--- src/rtl/pnc_pkg.sv ---
package pnc_pkg;

  // Controller states.
  typedef enum logic [2:0] {
    ST_IDLE,
    ST_CHECK,
    ST_DIVIDE,
    ST_ACCUM,
    ST_FINISH
  } pnc_state_e;

  // Commands from the controller to the datapath.
  typedef struct packed {
    logic load;       // Capture the number, set the trial divisor to one, clear the sum.
    logic div_start;  // Begin a remainder computation for the current trial divisor.
    logic div_step;   // One restoring-division step.
    logic accum;      // Add the trial divisor if it divides, then advance it.
    logic emit;       // Drive the result registers and the done strobe.
  } pnc_cmd_t;

  // Status from the datapath to the controller.
  typedef struct packed {
    logic trials_done;  // The trial divisor has passed half the number.
    logic div_last;     // The current division step is the last one.
  } pnc_status_t;

endpackage

--- src/rtl/pnc_ctrl.sv ---
module pnc_ctrl (
  input  logic                 clk_i,
  input  logic                 rst_ni,
  input  logic                 start_i,
  input  pnc_pkg::pnc_status_t status_i,
  output pnc_pkg::pnc_cmd_t    cmd_o,
  output logic                 busy_o
);
  import pnc_pkg::*;

  pnc_state_e state_q, state_d;

  always_ff @(posedge clk_i or negedge rst_ni) begin
    if (!rst_ni) begin
      state_q <= ST_IDLE;
    end else begin
      state_q <= state_d;
    end
  end

  always_comb begin
    state_d = state_q;
    case (state_q)
      ST_IDLE: begin
        if (start_i) state_d = ST_CHECK;
      end
      ST_CHECK: begin
        state_d = status_i.trials_done ? ST_FINISH : ST_DIVIDE;
      end
      ST_DIVIDE: begin
        if (status_i.div_last) state_d = ST_ACCUM;
      end
      ST_ACCUM:  state_d = ST_CHECK;
      ST_FINISH: state_d = ST_IDLE;
      default:   state_d = ST_IDLE;
    endcase
  end

  always_comb begin
    cmd_o  = '0;
    busy_o = 1'b1;
    case (state_q)
      ST_IDLE: begin
        busy_o     = 1'b0;
        cmd_o.load = start_i;
      end
      ST_CHECK:  cmd_o.div_start = !status_i.trials_done;
      ST_DIVIDE: cmd_o.div_step  = 1'b1;
      ST_ACCUM:  cmd_o.accum     = 1'b1;
      ST_FINISH: cmd_o.emit      = 1'b1;
      default:   busy_o          = 1'b0;
    endcase
  end

endmodule

--- src/rtl/pnc_dpath.sv ---
module pnc_dpath #(
  parameter int unsigned NUM_BITS = 16
) (
  input  logic                 clk_i,
  input  logic                 rst_ni,
  input  logic [NUM_BITS-1:0]  number_i,
  input  pnc_pkg::pnc_cmd_t    cmd_i,
  output pnc_pkg::pnc_status_t status_o,
  output logic                 done_o,
  output logic                 is_perfect_o,
  output logic [NUM_BITS+1:0]  divisor_sum_o
);
  import pnc_pkg::*;

  localparam int unsigned SumW = NUM_BITS + 2;
  localparam int unsigned CntW = $clog2(NUM_BITS);
  localparam logic [CntW-1:0] CntLast = CntW'(NUM_BITS - 1);

  logic [NUM_BITS-1:0] num_q;      // number under test
  logic [NUM_BITS-1:0] trial_q;    // current trial divisor
  logic [SumW-1:0]     acc_q;      // running divisor sum
  logic [NUM_BITS-1:0] dvd_q;      // dividend shift register
  logic [NUM_BITS-1:0] rem_q;      // partial remainder
  logic [CntW-1:0]     cnt_q;      // division steps left after this one
  logic                done_q;
  logic                perfect_q;
  logic [SumW-1:0]     sum_out_q;

  logic [NUM_BITS:0]   rem_shift;
  logic                rem_ge;
  logic [NUM_BITS-1:0] rem_d;
  logic [SumW:0]       acc_sum;
  logic [SumW-1:0]     acc_d;

  // One restoring step: bring down the next dividend bit and subtract if it fits.
  assign rem_shift = {rem_q, dvd_q[NUM_BITS-1]};
  assign rem_ge    = rem_shift >= {1'b0, trial_q};
  assign rem_d     = rem_ge ? NUM_BITS'(rem_shift - {1'b0, trial_q})
                            : rem_shift[NUM_BITS-1:0];

  // Saturating add of the trial divisor into the sum.
  assign acc_sum = {1'b0, acc_q} + (SumW + 1)'(trial_q);
  assign acc_d   = acc_sum[SumW] ? {SumW{1'b1}} : acc_sum[SumW-1:0];

  assign status_o.trials_done = trial_q > (num_q >> 1);
  assign status_o.div_last    = cnt_q == '0;

  always_ff @(posedge clk_i) begin
    if (cmd_i.load) begin
      num_q   <= number_i;
      trial_q <= NUM_BITS'(1);
      acc_q   <= '0;
    end
    if (cmd_i.div_start) begin
      dvd_q <= num_q;
      rem_q <= '0;
      cnt_q <= CntLast;
    end
    if (cmd_i.div_step) begin
      dvd_q <= {dvd_q[NUM_BITS-2:0], 1'b0};
      rem_q <= rem_d;
      cnt_q <= cnt_q - CntW'(1);
    end
    if (cmd_i.accum) begin
      if (rem_q == '0) acc_q <= acc_d;
      trial_q <= trial_q + NUM_BITS'(1);
    end
    if (cmd_i.emit) begin
      sum_out_q <= acc_q;
      perfect_q <= (num_q != '0) && (acc_q == SumW'(num_q));
    end
  end

  always_ff @(posedge clk_i or negedge rst_ni) begin
    if (!rst_ni) begin
      done_q <= 1'b0;
    end else begin
      done_q <= cmd_i.emit;
    end
  end

  assign done_o        = done_q;
  assign is_perfect_o  = perfect_q;
  assign divisor_sum_o = sum_out_q;

endmodule

--- src/rtl/perfect_number_check.sv ---
// Perfect number check. Raise start_i with a number on number_i while busy_o
// is low and the block takes that word at the clock edge. It then adds up every
// trial divisor from one to half the number that leaves no remainder, which is
// the sum of the number's proper divisors, and reports that sum on
// divisor_sum_o together with is_perfect_o, which is set when the sum equals
// the number. Zero and one both give a sum of zero and a clear flag. The sum
// saturates to all ones if it ever exceeds its NUM_BITS+2 bit field, which
// cannot happen at the default width. The result word is shown for exactly one
// cycle, marked by done_o; the receiver cannot stall it, so it must take the
// word in that cycle. The result registers hold their value afterwards, but
// only the cycle with done_o is the result. The block handles one number at a
// time: busy_o rises at the accepting edge and stays high until the cycle in
// which done_o rises, and a new word may be started in that same cycle. Each
// trial divisor passes through a check state, the bit-serial restoring
// remainder unit and an accumulate state; once the trial divisor passes half
// the number, a finish state drives the result registers and done_o.
module perfect_number_check #(
  parameter int unsigned NUM_BITS = 16
) (
  input  logic                clk_i,
  input  logic                rst_ni,
  input  logic                start_i,
  input  logic [NUM_BITS-1:0] number_i,
  output logic                busy_o,
  output logic                done_o,
  output logic                is_perfect_o,
  output logic [NUM_BITS+1:0] divisor_sum_o
);
  import pnc_pkg::*;

  pnc_cmd_t    cmd;
  pnc_status_t status;

  // The controller sequences the trial divisors and the division steps.
  pnc_ctrl u_ctrl (
    .clk_i    (clk_i),
    .rst_ni   (rst_ni),
    .start_i  (start_i),
    .status_i (status),
    .cmd_o    (cmd),
    .busy_o   (busy_o)
  );

  // The datapath holds the number, the trial divisor, the remainder unit and
  // the running sum, and registers the result word.
  pnc_dpath #(
    .NUM_BITS (NUM_BITS)
  ) u_dpath (
    .clk_i         (clk_i),
    .rst_ni        (rst_ni),
    .number_i      (number_i),
    .cmd_i         (cmd),
    .status_o      (status),
    .done_o        (done_o),
    .is_perfect_o  (is_perfect_o),
    .divisor_sum_o (divisor_sum_o)
  );

endmodule

--- config.mk ---
export PLATFORM = sky130hd
export DESIGN_NAME = perfect_number_check
export DESIGN_NICKNAME = d
export VERILOG_FILES = /design/src/rtl/pnc_pkg.sv /design/src/rtl/pnc_ctrl.sv /design/src/rtl/pnc_dpath.sv /design/src/rtl/perfect_number_check.sv
export SDC_FILE = /design/constraint.sdc
export NUM_CORES = 1
export LEC_CHECK = 0
export BUFFER_PORTS_ARGS = -buffer_cell sky130_fd_sc_hd__buf_2
export CAP_MARGIN = 20
export CORE_ASPECT_RATIO = 0.8
export CORE_MARGIN = 2
export CORE_UTILIZATION = 35
export DETAILED_ROUTE_END_ITERATION = 10
export PLACE_DENSITY_LB_ADDON = 0.3
export SLEW_MARGIN = 20
export SYNTH_ARGS = -nofsm -noshare
export SYNTH_HDL_FRONTEND = slang
export SYNTH_HIERARCHICAL = 1
export SYNTH_SLANG_ARGS = --single-unit
export TNS_END_PERCENT = 10
--- constraint.sdc ---
create_clock -name clk_i -period 7.85 [get_ports clk_i]
set_input_delay 1.57 -clock clk_i [delete_from_list [all_inputs] [get_ports clk_i]]
set_output_delay 1.57 -clock clk_i [all_outputs]
set_load 0.03 [all_outputs]
== Word level (Yosys, flattened, before mapping) ==
Index checks and enable logic that the tools add are counted.
Cells by class
  reductions and logical operators: 10
  muxes and demuxes: 23
  add/sub/neg operators: 4
  equality and inequality tests: 7
  $lt $le $gt $ge: 2
Operator list (number)
  16-bit two-way mux: 7
  18-bit two-way mux: 4
  18-bit by 16-bit adder with 19-bit output: 1
  18-bit by 16-bit equality test with 1-bit output: 1
  17-bit by 16-bit >= comparator with 1-bit output: 1
  16-bit by 1-bit adder with 16-bit output, second input constant: 1
  16-bit by 15-bit > comparator with 1-bit output: 1
  16-bit zero test: 1
  16-bit nonzero test: 1
  16-bit subtractor: 1
  3-bit one-hot mux with 4 select lines: 1
  3-bit two-way mux: 3
  4-bit two-way mux: 2
  3-bit by 2-bit equality test with 1-bit output, second input constant: 2
  1-bit two-way mux: 6
  4-bit zero test: 1
  2-bit != test, second input constant: 2
  2-bit nonzero test: 2
  4-bit OR reduction: 1
  4-bit by 1-bit subtractor with 4-bit output, second input constant: 1
  3-bit by 1-bit equality test with 1-bit output, second input constant: 1
  3-bit equality test, second input constant: 1
  3-bit zero test: 1
  2-bit AND reduction: 1
  other kinds (2): 2
Word-level totals
  bits of input ports: 19
  output and inout port bits: 21
  register bits: 109
  logic and storage cells: 57

== Logic depth before layout (Yosys ltp) ==
  word-level depth: 5
  gate-level depth with buffers: 14
  mapped depth without buffers: 13

== Cells and area by module ==
Netlist, hierarchy kept.
By module, submodules not included
  pnc_dpath: instances 1, seq. area each 2987.9 µm², area each 6397.4 µm², cells an instance 612
  pnc_ctrl: instances 1, seq. area each 75.1 µm², area each 178.9 µm², cells an instance 18

== Least setup slack after synthesis ==
Ideal clock, no wire load.
  path type: input port to flip-flop
  start point: in start_i
  end point: reg u_dpath.acc_q[1]
  setup time: 0.117 ns
  path buffers: 1
  data required time: 7.733 ns
  data arrival time: 3.510 ns
  cell stages on the path: 5
  setup slack: 4.223 ns
  cell sequence: nor4b_2 inv_1 clkbuf_1 a21oi_1 nor2_1
Between the ends
  cells in the longest elaborated chain, start to end: 4
Ends and longest elaborated chain
  start: declaration: RTL line perfect_number_check.sv:22  | input logic start_i,
  1-bit two-way mux *: RTL line pnc_ctrl.sv:42  | case (state_q)
  18-bit two-way mux *: RTL line pnc_dpath.sv:49  | if (cmd_i.load) begin
  18-bit two-way mux: RTL line pnc_dpath.sv:65  | if (rem_q == '0) acc_q <= acc_d;
  18-bit two-way mux *: RTL line pnc_dpath.sv:64  | if (cmd_i.accum) begin
  end signal: assignment: RTL line pnc_dpath.sv:52  | acc_q <= '0;
  end signal: assignment: RTL line pnc_dpath.sv:65
  end: declaration: RTL line pnc_dpath.sv:21  | logic [SumW-1:0] acc_q;
Mark *: on every way between the ends. The rest lies on a longest branch, timed or not.
A chain may end at the register's enable or synchronous reset.

==> qor.yml <==
grt_pass1_wl_um: 25300
cts_resized: 0
cts_tree: "done"
maxSlewHeadroom_pct: 37.9
dpl_cell_area_mm2: 0.00703
drv_cap: 0
worst_pin_slew_ps: 929
ys_seq_elements: 109
synth_cell_types: 64
highest-signal-layer: "met4"
synth_top_cells_by_area: "edfxtp_1 39%, ha_1 9.3%, dfxtp_1 5.8%"
drt_first_pass_iters: 5
grt_max_degree: 36
cts_sinks: 109
rsz0062_at_grt: "no"
routed-via-count: 4989
clkSlewWorstSetupHoldPaths_ps: 80
fill_cells: 1807
power_uw: 2660
dp_slack_ps: 4260
crit_required_ps: 8070
syn_nets: 700
die_h_um: 127
hold_depth: 2
gp_congestion: 0.900
leakage_uw: 0.00288
nets: 736
drt_wl_total_um: 16200
yosys_most_used_dff: "edfxtp_1"
io_pins: 40
yosysTopAreaCell: "edfxtp_1"
ys_async_sr_fraction_pct: 3.67
core_area_mm2: 0.0183
n_antenna_cell: 0
hold_buffers: 0
max-clock-path-buffers: 2
final_cell_area_mm2: 0.00738
avgSynthCellArea_um2: 10.4
synth_area_mm2: 0.00658
start_util_pct: 36.0
min_period_over_period_pct: 46.5
outcome: "completed"
grt_pass1_vias: 4715
power.density_mw_per_mm2: 361
route.met3.wl_um: 745
ir_worst_vdd_mv: 0.245
cp_max_fo: 13
root_buffer: "clkbuf_16"
routedWlPerCell_um: 17.5
fp.dieW_um: 157
max_freq_ghz: 0.274
fin_util_pct: 40.4
ys_warn_count: 6
synth_top_area_share_pct: 39.3
critPathKind: "flip-flop to flip-flop"
startpoint_type: "flip-flop"
htreeDepth: 3
dieArea_mm2: 0.0199
area_growth_syn_to_layout_pct: 12.2
clock_skew_ps: 12.0
min_path_type: "flip-flop to flip-flop"
antenna_found_initial: 0
cp-end-kind: "flip-flop"
yosysSeqAreaShare_pct: 46.6
route.detailed.drc: 0
cts_buffers: 9
drive_gt1_share_pct: 11.0
rows: 44
period_minus_slack_ps: 3650
drtIter0Drc: 311
viasPerCell: 5.40
setup_viol: 0
portBuffers: 39
grt-ovfl-total: 0
r2r_cells: 12
met2WireLength_um: 7170
critPathArrivalTime_ps: 3880
dp_hpwl_um: 12300
tns_ps: 0
finalWorstSetupSlack_ps: 4200
wl_met1_um: 8090
timing_hold_violations_final: 0
drv_slew: 0
cts_setup_buffers: 0
track_usage_pct: 16.6
ant_nets: 0
synth-edff-count: 86
clk_latency_ps: 360
synth_cells: 630
-- cells in the mapped netlist (all sizes together), types with 4 or more instances --
master and instances:
nor3 11, xor2 13, xnor2 42, inv 41
o21a 7, a211oi 11, dfxtp 19, o21ai 30
nor3b 5, buf 9, a31oi 6, nand3 24
o22ai 6, a22o 13, or3 4, nor4 7
a21o 12, nor2 47, mux2i 9, nand4 13
or2 5, o21bai 4, ha 49, nand2 45
edfxtp 86, nor2b 5, and2 16, dfrtp 4
clkbuf 9, a21oi 38
-- layer usage --
| metal | vias to the layer above | global-route usage [%] |
|---|---|---|
| met4 | 0 | 3.69 |
| met5 | - | 0 |
| met3 | 10 | 3.14 |
| met1 | 2448 | 24.3 |
| li1 | 2406 | - |
| met2 | 125 | 25.4 |
-- metrics by stage --
| step | std cells | hold WS, ps |
|---|---|---|
| 2_1_floorplan | 630 | 461 |
| 3_3_place_gp | 908 | 504 |
| 3_5_place_dp | 908 | 516 |
| 4_1_cts | 924 | 531 |
| 5_1_grt | 924 | 534 |
| 6_report | 924 | 516 |
-- layout make-up --
type	count	area, um2	share of cell area, %
repair buffers	43	225	3.05
well taps	253	317	4.29
clock inverters	6	116	1.58
inverters	42	158	2.14
clock buffers	10	229	3.10
flip-flops and latches	109	3060	41.5
multi-input cells	461	3270	44.3
-- worst paths after layout --
check	startpoint	endpoint	slack, ps
min in group asynchronous	rst_ni	u_ctrl/state_q[0]	1010
max in group asynchronous	rst_ni	u_dpath/done_o	6720
worst min-delay path	u_dpath/dvd_q[0]	u_dpath/dvd_q[0]	520
worst max-delay path	u_dpath/trial_q[1]	u_dpath/dvd_q[10]	4200
worst max register to register	u_dpath/trial_q[1]	u_dpath/dvd_q[10]	4200
worst min register to register	u_dpath/dvd_q[0]	u_dpath/dvd_q[0]	520
-- report_power, final --
group / switching (uW) / internal, uW
Sequential: 152 / 836
Clock: 215 / 316
Combinational: 704 / 443
-- cells in the final DEF (no fill, tap or decap), drive strengths merged, types with 4 or more instances in the layout --
| cell | instances |
|---|---|
| nand3 | 24 |
| nor4 | 7 |
| a31oi | 6 |
| nor2 | 47 |
| o21ai | 30 |
| nor2b | 5 |
| a22o | 13 |
| xor2 | 13 |
| o22ai | 6 |
| o21a | 7 |
| and2 | 16 |
| buf | 43 |
| a21oi | 38 |
| or3 | 4 |
| o21bai | 4 |
| dfxtp | 19 |
| clkbuf | 10 |
| nor3 | 11 |
| a21o | 12 |
| inv | 44 |
| ha | 49 |
| dfrtp | 4 |
| edfxtp | 86 |
| nor3b | 5 |
| nand4 | 13 |
| nand2 | 45 |
| or2 | 5 |
| xnor2 | 42 |
| mux2i | 9 |
| a211oi | 11 |
-- worst max-delay path, cell delays in order, from the launching register on --
cell and delay [ps]:
edfxtp_1 520, ha_1 340, nor2b_1 130, o21a_1 160
o21a_1 170, o21a_1 160, o21ai_0 180, a21o_1 160
a32oi_1 160, or2_1 260, nor2_1 240, nor2b_1 790
a22o_1 240
-- kinds of logic (layout without fill, tap and decap cells) --
family          Yosys count  count (layout)  synth area share [%]
compound gates          147             147                  15.2
xor+xnor                 55              55                  7.32
fa+ha+maj                51              51                  9.93
buf+inv                  60             101                  3.92
flops                   109             109                  46.6
mux                       9               9                  1.37
simple gates            199             199                  15.6
-- sequential cells by signal (all words and copies together), names as in the netlist --
name	flops
u_ctrl/state_q	3
u_dpath/acc_q	18
u_dpath/cnt_q	4
u_dpath/divisor_sum_o	18
u_dpath/done_o	1
u_dpath/dvd_q	16
u_dpath/is_perfect_o	1
u_dpath/num_q	16
u_dpath/rem_q	16
u_dpath/trial_q	16
Power figures use the tool's default switching activity.
